[config.mk]
export PLATFORM = sky130hd
export DESIGN_NAME = graph_record_stream_validator
export DESIGN_NICKNAME = d
export VERILOG_FILES = /design/src/sv/grsv_pkg.sv /design/src/sv/graph_record_stream_validator.sv
export SDC_FILE = /design/constraint.sdc
export NUM_CORES = 2
export LEC_CHECK = 0
export BUFFER_PORTS_ARGS = -buffer_cell sky130_fd_sc_hd__buf_2
export CAP_MARGIN = 10
export CORE_ASPECT_RATIO = 0.7
export CORE_MARGIN = 8
export CORE_UTILIZATION = 40
export CTS_CLUSTER_DIAMETER = 100
export DETAILED_ROUTE_END_ITERATION = 16
export GPL_TIMING_DRIVEN = 1
export PLACE_DENSITY = 0.62
export SLEW_MARGIN = 20
export SYNTH_ARGS = -nofsm -noshare
export SYNTH_HDL_FRONTEND = slang
export SYNTH_SLANG_ARGS = --single-unit
[constraint.sdc]
create_clock -name clk_i -period 10.2 [get_ports clk_i]
set_input_delay 1.53 -clock clk_i [delete_from_list [all_inputs] [get_ports clk_i]]
set_output_delay 1.53 -clock clk_i [all_outputs]
set_load 0.005 [all_outputs]
[src/sv/grsv_pkg.sv]
// Package for the graph record stream validator.
// Holds format constants, register indexes, status codes and the snapshot type.
// No dependencies.
package grsv_pkg;

  localparam logic [31:0] MagicWord      = 32'h4647_445A;
  localparam int unsigned HeaderBytes    = 16;
  localparam int unsigned RecordBytes    = 40;
  localparam logic [31:0] TrailingDetail = 32'h0000_FFFF;
  localparam logic [31:0] NodeDetailBase = 32'd10;

  localparam logic [5:0]  SizeFirst      = 6'd32;
  localparam logic [5:0]  ResvFirst      = 6'd36;
  localparam logic [5:0]  RecordLast     = 6'd39;

  // Configuration register indexes
  localparam logic [1:0] CfgExpVersion   = 2'd0;
  localparam logic [1:0] CfgMaxNodes     = 2'd1;
  localparam logic [1:0] CfgMaxStateNode = 2'd2;
  localparam logic [1:0] CfgMaxStateSum  = 2'd3;

  // Status codes
  localparam logic [1:0] StatusOk        = 2'd0;
  localparam logic [1:0] StatusMalformed = 2'd1;
  localparam logic [1:0] StatusVersion   = 2'd2;
  localparam logic [1:0] StatusCapacity  = 2'd3;

  // Detail codes
  localparam logic [31:0] DetailMagic    = 32'd1;
  localparam logic [31:0] DetailResv     = 32'd3;
  localparam logic [31:0] DetailShort    = 32'd4;

  localparam int unsigned OutDataBits    = 88;

  // Stream state captured on the final word, after that word is applied
  typedef struct packed {
    logic [31:0] pos;
    logic        magic_ok;
    logic [31:0] version;
    logic        resv_zero;
    logic [31:0] count;
    logic        node_fault;
    logic [15:0] fault_node;
    logic [15:0] node_index;
    logic        walk_idle;
    logic [31:0] state_sum;
  } snap_t;

endpackage

[src/sv/graph_record_stream_validator.sv]
// Top level of the graph record stream validator.
// Streaming byte parser with a verdict stage and an output register.
// Depends on grsv_pkg.
//
// Usage:
//   Feed the encoded buffer one byte per word on the s_axis channel, tlast on
//   the final byte. Each final byte yields exactly one verdict word on the
//   m_axis channel; other bytes yield nothing.
//   The byte parser takes one word per cycle while s_axis_tready is high. The
//   final byte's stream state is captured into a snapshot register, and the
//   verdict is formed from it into the output register when that register can
//   take it. Sustained rate is 1 byte per cycle while s_axis_tready is high.
//   A stalled receiver holds the verdict in the output register; the snapshot
//   register keeps a second verdict, and only then is s_axis_tready dropped.
//   Reset clears the stream state, empties both stages and loads the
//   configuration reset values (version 1, 256 nodes, 4096 state bytes per
//   node, 65536 state bytes in total). The stream state also clears itself
//   after each final byte; configuration keeps its values.
//   Write configuration through cfg_we_i/cfg_index_i/cfg_wdata_i while idle.
module graph_record_stream_validator
  import grsv_pkg::*;
(
  input  logic                   clk_i,
  input  logic                   rst_ni,
  // Configuration write port
  input  logic                   cfg_we_i,
  input  logic [1:0]             cfg_index_i,
  input  logic [31:0]            cfg_wdata_i,
  // Input byte stream
  input  logic                   s_axis_tvalid,
  output logic                   s_axis_tready,
  input  logic [7:0]             s_axis_tdata,   // [7:0] data_byte
  input  logic                   s_axis_tlast,   // final_byte
  // Verdict stream
  output logic                   m_axis_tvalid,
  input  logic                   m_axis_tready,
  // [1:0] status_code, [33:2] detail, [49:34] node_total,
  // [81:50] state_total, [87:82] zero
  output logic [OutDataBits-1:0] m_axis_tdata
);

  // ---------------------------------------------------------------------------
  // Configuration registers
  // ---------------------------------------------------------------------------
  logic [31:0] exp_version_q;
  logic [15:0] max_nodes_q;
  logic [31:0] max_state_node_q;
  logic [31:0] max_state_sum_q;

  always_ff @(posedge clk_i or negedge rst_ni) begin
    if (!rst_ni) begin
      exp_version_q    <= 32'd1;
      max_nodes_q      <= 16'd256;
      max_state_node_q <= 32'd4096;
      max_state_sum_q  <= 32'd65536;
    end else if (cfg_we_i) begin
      case (cfg_index_i)
        CfgExpVersion:   exp_version_q    <= cfg_wdata_i;
        CfgMaxNodes:     max_nodes_q      <= cfg_wdata_i[15:0];
        CfgMaxStateNode: max_state_node_q <= cfg_wdata_i;
        CfgMaxStateSum:  max_state_sum_q  <= cfg_wdata_i;
        default: ;
      endcase
    end
  end

  // ---------------------------------------------------------------------------
  // Stream state
  // ---------------------------------------------------------------------------
  logic [31:0] pos_q,  pos_d;
  logic [31:0] hdr_q [4];
  logic [31:0] hdr_d [4];
  logic [5:0]  rec_off_q, rec_off_d;
  logic [15:0] node_idx_q, node_idx_d;
  logic [31:0] size_q, size_d;
  logic [31:0] resv_q, resv_d;
  logic [31:0] srem_q, srem_d;
  logic [31:0] sum_q, sum_d;
  logic        fault_q, fault_d;
  logic [15:0] fnode_q, fnode_d;

  // Pipeline control
  logic  snap_vld_q;
  snap_t snap_q;
  logic  out_vld_q;
  logic [OutDataBits-1:0] out_data_q;

  logic  out_move;
  logic  snap_move;
  logic  in_fire;

  assign out_move      = !out_vld_q || m_axis_tready;
  assign snap_move     = snap_vld_q && out_move;
  assign s_axis_tready = !snap_vld_q || out_move;
  assign in_fire       = s_axis_tvalid && s_axis_tready;

  // Next stream state for the byte on the input, before the end-of-buffer clear
  always_comb begin
    logic        walk_en;
    logic [31:0] size_c;
    logic [31:0] resv_c;
    logic [32:0] sum_ext;
    logic [1:0]  lane;

    pos_d      = (pos_q == '1) ? pos_q : pos_q + 32'd1;
    for (int i = 0; i < 4; i++) hdr_d[i] = hdr_q[i];
    rec_off_d  = rec_off_q;
    node_idx_d = node_idx_q;
    size_d     = size_q;
    resv_d     = resv_q;
    srem_d     = srem_q;
    sum_d      = sum_q;
    fault_d    = fault_q;
    fnode_d    = fnode_q;

    size_c  = size_q;
    resv_c  = resv_q;
    sum_ext = '0;
    lane    = rec_off_q[1:0];
    walk_en = (pos_q >= HeaderBytes) && !fault_q && ({16'd0, node_idx_q} != hdr_q[2]);

    if (pos_q < HeaderBytes) begin
      // Assemble the little-endian header words
      hdr_d[pos_q[3:2]][{pos_q[1:0], 3'b000} +: 8] = s_axis_tdata;
    end else if (walk_en) begin
      if (srem_q != 32'd0) begin
        // Skip opaque state bytes
        srem_d = srem_q - 32'd1;
        if (srem_q == 32'd1) node_idx_d = node_idx_q + 16'd1;
      end else begin
        if (rec_off_q >= SizeFirst && rec_off_q < ResvFirst) begin
          size_c[{lane, 3'b000} +: 8] = s_axis_tdata;
        end else if (rec_off_q >= ResvFirst) begin
          resv_c[{lane, 3'b000} +: 8] = s_axis_tdata;
        end
        size_d = size_c;
        resv_d = resv_c;
        if (rec_off_q != RecordLast) begin
          rec_off_d = rec_off_q + 6'd1;
        end else begin
          // Node header complete: check it against the limits
          rec_off_d = '0;
          sum_ext   = {1'b0, sum_q} + {1'b0, size_c};
          if (resv_c != 32'd0 || size_c > max_state_node_q ||
              sum_ext > {1'b0, max_state_sum_q}) begin
            fault_d = 1'b1;
            fnode_d = node_idx_q;
          end else begin
            sum_d  = sum_ext[31:0];
            srem_d = size_c;
            if (size_c == 32'd0) node_idx_d = node_idx_q + 16'd1;
          end
          size_d = '0;
          resv_d = '0;
        end
      end
    end
  end

  always_ff @(posedge clk_i or negedge rst_ni) begin
    if (!rst_ni) begin
      pos_q      <= '0;
      for (int i = 0; i < 4; i++) hdr_q[i] <= '0;
      rec_off_q  <= '0;
      node_idx_q <= '0;
      size_q     <= '0;
      resv_q     <= '0;
      srem_q     <= '0;
      sum_q      <= '0;
      fault_q    <= 1'b0;
      fnode_q    <= '0;
    end else if (in_fire) begin
      if (s_axis_tlast) begin
        // Drop the stream state for the next buffer
        pos_q      <= '0;
        for (int i = 0; i < 4; i++) hdr_q[i] <= '0;
        rec_off_q  <= '0;
        node_idx_q <= '0;
        size_q     <= '0;
        resv_q     <= '0;
        srem_q     <= '0;
        sum_q      <= '0;
        fault_q    <= 1'b0;
        fnode_q    <= '0;
      end else begin
        pos_q      <= pos_d;
        for (int i = 0; i < 4; i++) hdr_q[i] <= hdr_d[i];
        rec_off_q  <= rec_off_d;
        node_idx_q <= node_idx_d;
        size_q     <= size_d;
        resv_q     <= resv_d;
        srem_q     <= srem_d;
        sum_q      <= sum_d;
        fault_q    <= fault_d;
        fnode_q    <= fnode_d;
      end
    end
  end

  // ---------------------------------------------------------------------------
  // Snapshot stage: capture the state left by the final byte
  // ---------------------------------------------------------------------------
  logic snap_load;
  assign snap_load = in_fire && s_axis_tlast;

  always_ff @(posedge clk_i or negedge rst_ni) begin
    if (!rst_ni) begin
      snap_vld_q <= 1'b0;
    end else if (snap_load) begin
      snap_vld_q <= 1'b1;
    end else if (snap_move) begin
      snap_vld_q <= 1'b0;
    end
  end

  always_ff @(posedge clk_i) begin
    if (snap_load) begin
      snap_q.pos        <= pos_q;
      snap_q.magic_ok   <= (hdr_d[0] == MagicWord);
      snap_q.version    <= hdr_d[1];
      snap_q.resv_zero  <= (hdr_d[3] == 32'd0);
      snap_q.count      <= hdr_d[2];
      snap_q.node_fault <= fault_d;
      snap_q.fault_node <= fnode_d;
      snap_q.node_index <= node_idx_d;
      snap_q.walk_idle  <= (rec_off_d == 6'd0) && (srem_d == 32'd0);
      snap_q.state_sum  <= sum_d;
    end
  end

  // ---------------------------------------------------------------------------
  // Verdict stage: priority checks on the snapshot
  // ---------------------------------------------------------------------------
  logic [1:0]  status_c;
  logic [31:0] detail_c;
  logic [15:0] nodes_c;
  logic [31:0] sum_out_c;

  always_comb begin
    logic [32:0] len;
    logic [32:0] body_len;
    logic [15:0] cnt16;
    logic [21:0] rec_bytes;
    logic [33:0] exp_len;

    len       = {1'b0, snap_q.pos} + 33'd1;
    body_len  = len - 33'(HeaderBytes);
    cnt16     = snap_q.count[15:0];
    // count * 40 as shift-add; count is at most max_nodes where it matters
    rec_bytes = {1'b0, cnt16, 5'b00000} + {3'b000, cnt16, 3'b000};
    exp_len   = 34'(HeaderBytes) + {12'd0, rec_bytes} + {2'b00, snap_q.state_sum};

    status_c  = StatusOk;
    detail_c  = '0;
    nodes_c   = '0;
    sum_out_c = '0;

    if (snap_q.pos == '1 || len < 33'(HeaderBytes) || !snap_q.magic_ok) begin
      status_c = StatusMalformed;
      detail_c = DetailMagic;
    end else if (snap_q.version != exp_version_q) begin
      status_c = StatusVersion;
      detail_c = snap_q.version;
    end else if (!snap_q.resv_zero) begin
      status_c = StatusMalformed;
      detail_c = DetailResv;
    end else if (snap_q.count > {16'd0, max_nodes_q}) begin
      status_c = StatusCapacity;
      detail_c = snap_q.count;
    end else if ({11'd0, rec_bytes} > body_len) begin
      // Too short to hold every node header
      status_c = StatusMalformed;
      detail_c = DetailShort;
    end else if (snap_q.node_fault) begin
      status_c = StatusMalformed;
      detail_c = {16'd0, snap_q.fault_node} + NodeDetailBase;
    end else if ({16'd0, snap_q.node_index} != snap_q.count || !snap_q.walk_idle) begin
      // Buffer ended inside a node
      status_c = StatusMalformed;
      detail_c = {16'd0, snap_q.node_index} + NodeDetailBase;
    end else if ({1'b0, len} != exp_len) begin
      status_c = StatusMalformed;
      detail_c = TrailingDetail;
    end else begin
      nodes_c   = cnt16;
      sum_out_c = snap_q.state_sum;
    end
  end

  always_ff @(posedge clk_i or negedge rst_ni) begin
    if (!rst_ni) begin
      out_vld_q <= 1'b0;
    end else if (out_move) begin
      out_vld_q <= snap_vld_q;
    end
  end

  always_ff @(posedge clk_i) begin
    if (snap_move) begin
      out_data_q <= {6'd0, sum_out_c, nodes_c, detail_c, status_c};
    end
  end

  assign m_axis_tvalid = out_vld_q;
  assign m_axis_tdata  = out_data_q;

endmodule
Word-level counts from Yosys, hierarchy flattened

Index checks and enable logic that the tools add are counted.
Widths: inputs -> output; s select.

Logic and storage cells: 195
Flip-flop bits (word level): 687
Input port bits: 48
Output and inout bits: 90

Reductions and logical operators: 36
Bitwise gates (word level): 2
Multiplexer cells: 81
Add/sub/neg operators: 14
$lt $le $gt $ge: 12
Equality and inequality tests: 15
Shift-type cells: 4

Operator list:

| cell                   | number |
|---|---|
| $mux 32                | 37 |
| $mux 128               | 2 |
| $mux 16                | 15 |
| $bwmux 128             | 1 |
| $logic_not 32->1       | 3 |
| $bwmux 32              | 2 |
| $demux 32 s2           | 1 |
| $eq 32x32->1 const B   | 2 |
| $ne 16x32->1           | 2 |
| $reduce_bool 32->1     | 2 |
| $shift 8x7->32 const A | 2 |
| $shiftx 8x7->32        | 2 |
| $mux 17                | 3 |
| $add 16x4->17 const B  | 2 |
| $add 23x32->33         | 1 |
| $add 32x1->33 const B  | 1 |
| $add 32x32->33         | 1 |
| $gt 22x33->1           | 1 |
| $gt 33x32->1           | 1 |
| $lt 33x5->1 const B    | 1 |
| $ne 33x33->1           | 1 |
| $sub 33x5->33 const B  | 1 |
| $add 32x1->32 const B  | 1 |
| $eq 32x1->1 const B    | 1 |
| other kinds (34)       | 78 |

Logic depth before layout (Yosys ltp)

Depth after elaboration: 18
Gate-level depth with buffers: 34
Mapped depth without buffers: 30

Worst setup path before layout

No wires, ideal clock.

Kind: input to register
Start: input port m_axis_tready
End: register snap_q[0] in the netlist's numbering (enable)
Buffers on the path: 2
Data required time: 9.608 ns
Cell stages on the path: 5
Data arrival time: 6.845 ns
Setup time: 0.592 ns
Slack: 2.763 ns
Cells stage by stage: nand3b_1 nand2_1 clkbuf_1 nor2_1 clkbuf_1

Word-level cells in the longest chain between the ends: 4

Ends and longest elaborated chain:

| element           | RTL line                             | text |
|---|---|---|
| from (decl)       | graph_record_stream_validator.sv:36  | `input logic m_axis_tready,` |
| $logic_or 1x1->1  | graph_record_stream_validator.sv:92  | `assign out_move = !out_vld_q \|\| m_axis_tready;` |
| $logic_or 1x1->1  | graph_record_stream_validator.sv:94  | `assign s_axis_tready = !snap_vld_q \|\| out_move;` |
| $logic_and 1x1->1 | graph_record_stream_validator.sv:95  | `assign in_fire = s_axis_tvalid && s_axis_tready;` |
| $logic_and 1x1->1 | graph_record_stream_validator.sv:204 | `assign snap_load = in_fire && s_axis_tlast;` |
| via snap_load     | graph_record_stream_validator.sv:203 | `logic snap_load;` |
| to (decl)         | graph_record_stream_validator.sv:84  | `snap_t snap_q;` |

The timed path passes the listed nets, and every way through them passes these cells.
A chain may end at the register's enable or synchronous reset.

Final worst setup path

Start: register rec_off_q[0]
End: register snap_q[42] in the netlist's numbering (data pin)

Word-level cells in the longest chain between the ends: 16
Elaborated cells on any way between the ends: 32
Classes of those cells: 2 x add/sub; 5 x order compare; 1 x eq/ne; 2 x shift; 17 x mux; 5 x reduce/logical

Ends and longest elaborated chain:

| element                                                                 | RTL line                             | text |
|---|---|---|
| from (decl)                                                             | graph_record_stream_validator.sv:73  | `logic [5:0] rec_off_q, rec_off_d;` |
| from (signal assigned)                                                  | graph_record_stream_validator.sv:188 | `rec_off_q <= rec_off_d;` |
| parallel branches: the longest is 12 deep, another holds $add 32x32->33 | n/a                                  |  |
| $mux 16 (*)                                                             | graph_record_stream_validator.sv:138 | `if (rec_off_q != RecordLast) begin` |
| $mux 16 (*)                                                             | graph_record_stream_validator.sv:126 | `if (srem_q != 32'd0) begin` |
| $mux 16 (*)                                                             | graph_record_stream_validator.sv:125 | `end else if (walk_en) begin` |
| $mux 16 (*)                                                             | graph_record_stream_validator.sv:122 | `if (pos_q < HeaderBytes) begin` |
| via node_idx_d[9]                                                       | graph_record_stream_validator.sv:74  | `logic [15:0] node_idx_q, node_idx_d;` |

Mark *: on every way through the listed nets, which the timed path passes. The select of a mux whose other input is x is not followed.

==> flow_summary.ini <==
[global_routing]
grt_antenna_before_repair = 12
grt_max_degree = 168
gr-total-overflow = 0
grt_pass1_vias = 30690
grt_pass1_wl_um = 206300
grt_use_total = 0.2420

[floorplan]
chipWidth_um = 395.9
die-area_um2 = 111600
start_util = 0.4036
coreArea_um2 = 100100
die_h_um = 281.9
io_pins = 138
rows = 97

[synth]
yosysWarnings = 0
synth_edf_count = 246
synthArstFlopShare = 0.6419
synth-seq-cells = 687
yosysSeqAreaShare = 0.4560
synth_top_flop_cell = dfrtp_1
syn_area_um2 = 40410
syn_inst = 3949
ys_types = 91
avgSynthCellArea_um2 = 10.23

[worst_setup_path]
start_kind = register
crit_path_frequent_cell = ha_1
critical_path_class = reg -> reg
required_ns = 10.61
crit_path_top_delay_cell = dfrtp_1
cp.arrival_ns = 9.99
cpPeakStageDelay_ns = 0.67
cp_max_fo = 18
end_kind = register

[pwr]
power_frac_comb = 0.133
p_int_w = 0.004950
pwr-share-seq = 0.457
p_switching_w = 0.001945
swShare = 0.2821
p_total_w = 0.006896
p_clk_frac = 0.410
irDropWorstVdd_uv = 130.0
leakagePower_nw = 19.26
powerDensity_nw_per_um2 = 153.2

[clock_tree]
cts-root-buf = clkbuf_16
cts_tree = yes
clock_path_buffers = 3
cts-buffers-inserted = 75
post_cts_buffers = 0
path_clk_slew_ns = 0.06
clk_latency_ns = 0.69
cts_hold_buf = 0
clkSinkCount = 687
htree_levels = 3
ctsResizeCount = 0

[cells_and_area]
final_core_util = 0.4497
nNetsFinal = 4274
drive_above_1_share = 0.1367
area_growth_pct = 11.42

[detailed_routing]
vias = 33010
post_drt_wl_per_cell_um = 25.70
wl_um = 139300
ant_nets = 0
drc_errors = 0
first_iter_violations = 3912
viasPerCell = 6.089
first_pass_iters = 7

[timing]
max-slew-margin-rel = 0.2096
tightestPinTransition_ns = 1.186
hold_viol = 0
slew_violations = 0
finClkSkew_ns = 0.03285
setup_viol = 0
fin_tns_setup_ns = 0
fmax_mhz = 104.4
rsz0062_at_grt = false
fin_crit_ns = 9.576
period_share = 0.9388

[status]
outcome = complete, no violations

[placed_design]
dpl.hpwl_um = 103100
port-buffer-count = 131
place.gp.congestion = 0.9765

[run]
cap_violations = 0

[hold_path]
min_path_type = reg -> reg
## cell type report
class | instances | area (um^2)
sequential | 687 | 18430
timing repair buffer | 188 | 1131
inverter | 163 | 611.8
antenna | 3 | 7.507
multi-input combinational | 2905 | 20640
tap | 1336 | 1672
clock inverter | 33 | 336.6
clock buffer | 106 | 2200
fill | 9487 | 55100
## synthesized netlist by cell type, types with 92 or more instances
master	count	area, um^2
dfrtp_1	437	10940
nor2_1	236	885.9
a22o_1	177	1550
nand4_1	95	594.3
nand2_1	363	1363
edfxtp_1	246	7387
clkbuf_1	169	634.4
ha_1	203	2540
and2_1	93	581.8
nand3_1	106	530.5
a22oi_1	105	788.3
mux2_2	197	2218
xnor2_1	164	1436
a21oi_1	135	675.7
inv_1	163	611.8
xor2_1	92	805.8
o21ai_0	212	1061
## state kept, by name (all words and copies together) (netlist names), 32 cells and up
name              count
size_q               32
pos_q                32
sum_q                32
resv_q               32
m_axis_tdata         82
max_state_sum_q      32
srem_q               32
exp_version_q        32
snap_q              164
max_state_node_q     32
hdr_q               128
## worst max-delay path, delay by kind of cell (launching register included)
family | cells | cell delay [ns]
AO/OA/AOI/OAI | 14 | 4.34
AND/OR/NAND/NOR | 6 | 2.15
adder cells (fa/ha/maj) | 3 | 1.07
buffers and inverters | 4 | 0.72
flip-flops | 1 | 0.67
XOR/XNOR | 2 | 0.35
## power groups by stage
stage / clock network [W] / logic, W / registers, W
2_1_floorplan: 0 / 0.000580 / 0.00315
3_3_place_gp: 0 / 0.000894 / 0.00319
3_5_place_dp: 0 / 0.000900 / 0.00320
4_1_cts: 0.00287 / 0.000906 / 0.00315
5_1_grt: 0.00297 / 0.00100 / 0.00317
6_report: 0.00283 / 0.000918 / 0.00315
## final timing paths
check / startpoint / to / slack [ns] / depth (start not counted)
worst max-delay path: rec_off_q[0] / snap_q[42] / 0.62 / 29
worst min-delay path: resv_q[2] / resv_q[2] / 0.48 / 2
worst max register to register: rec_off_q[0] / snap_q[42] / 0.62 / 29
worst min register to register: resv_q[2] / resv_q[2] / 0.48 / 2
max in group asynchronous: rst_ni / fnode_q[13] / 7.21 / 3
min in group asynchronous: rst_ni / max_state_sum_q[29] / 0.88 / 1
## cell families after synthesis
family	after synthesis	synth area share
buffers and inverters	362	0.03557
adder cells (fa/ha/maj)	206	0.06434
flip-flops	687	0.4560
multiplexers	219	0.06034
other	1	0.00009280
AND/OR/NAND/NOR	1248	0.1572
AO/OA/AOI/OAI	961	0.1664
XOR/XNOR	265	0.06003
## layout by cell type (no fill, tap or decap), types with 14 or more instances in the layout
cell type  count
buf_2        130
a211oi_1      22
o21a_1        20
ha_1         203
o41ai_1       20
and2_1        92
xnor2_1      164
mux2i_1       22
or3_1         21
nor4_1        69
nand2_1      362
buf_4         54
or2_2         15
nor3_1        78
mux2_2       197
a22o_1       177
and3_1        36
nand3_1      105
nor2b_1       14
nand4_1       95
inv_1        163
o211ai_1      14
and4_1        23
or4_1         14
a21oi_1      133
xor2_1        92
a21o_1        42
edfxtp_1     246
dfrtp_1      437
o21ai_0      212
clkbuf_16     80
a31oi_1       26
nand2b_1      17
a22oi_1      105
nor2_1       234
o21bai_1      14
clkbuf_1      16
o221ai_1      16
o31ai_1       43
nor4b_1       14
## routing by layer
metal | vias to the layer above | routed length (um) | share of wire | track usage
met5 | - | 27 | 0.00019 | 0
met4 | 4 | 4663 | 0.033 | 0.07213
met3 | 282 | 15590 | 0.11 | 0.07481
met2 | 1644 | 55610 | 0.40 | 0.3315
met1 | 16230 | 63440 | 0.46 | 0.3616
li1 | 14840 | - | - | -
## metrics by stage
| stage | instances | setup slack, ns | area [um^2] | hold slack (ns) |
|---|---|---|---|---|
| after floorplan | 3954 | 2.763 | 40430 | 0.4435 |
| after global placement | 5278 | 1.385 | 42460 | 0.4612 |
| after detailed placement | 5278 | 1.118 | 42470 | 0.4687 |
| after CTS | 5417 | 1.054 | 45000 | 0.4813 |
| after global routing | 5419 | 0.09183 | 45020 | 0.5038 |
| final | 5421 | 0.6241 | 45020 | 0.4781 |
Note: power is estimated with default switching activity, not from simulation.
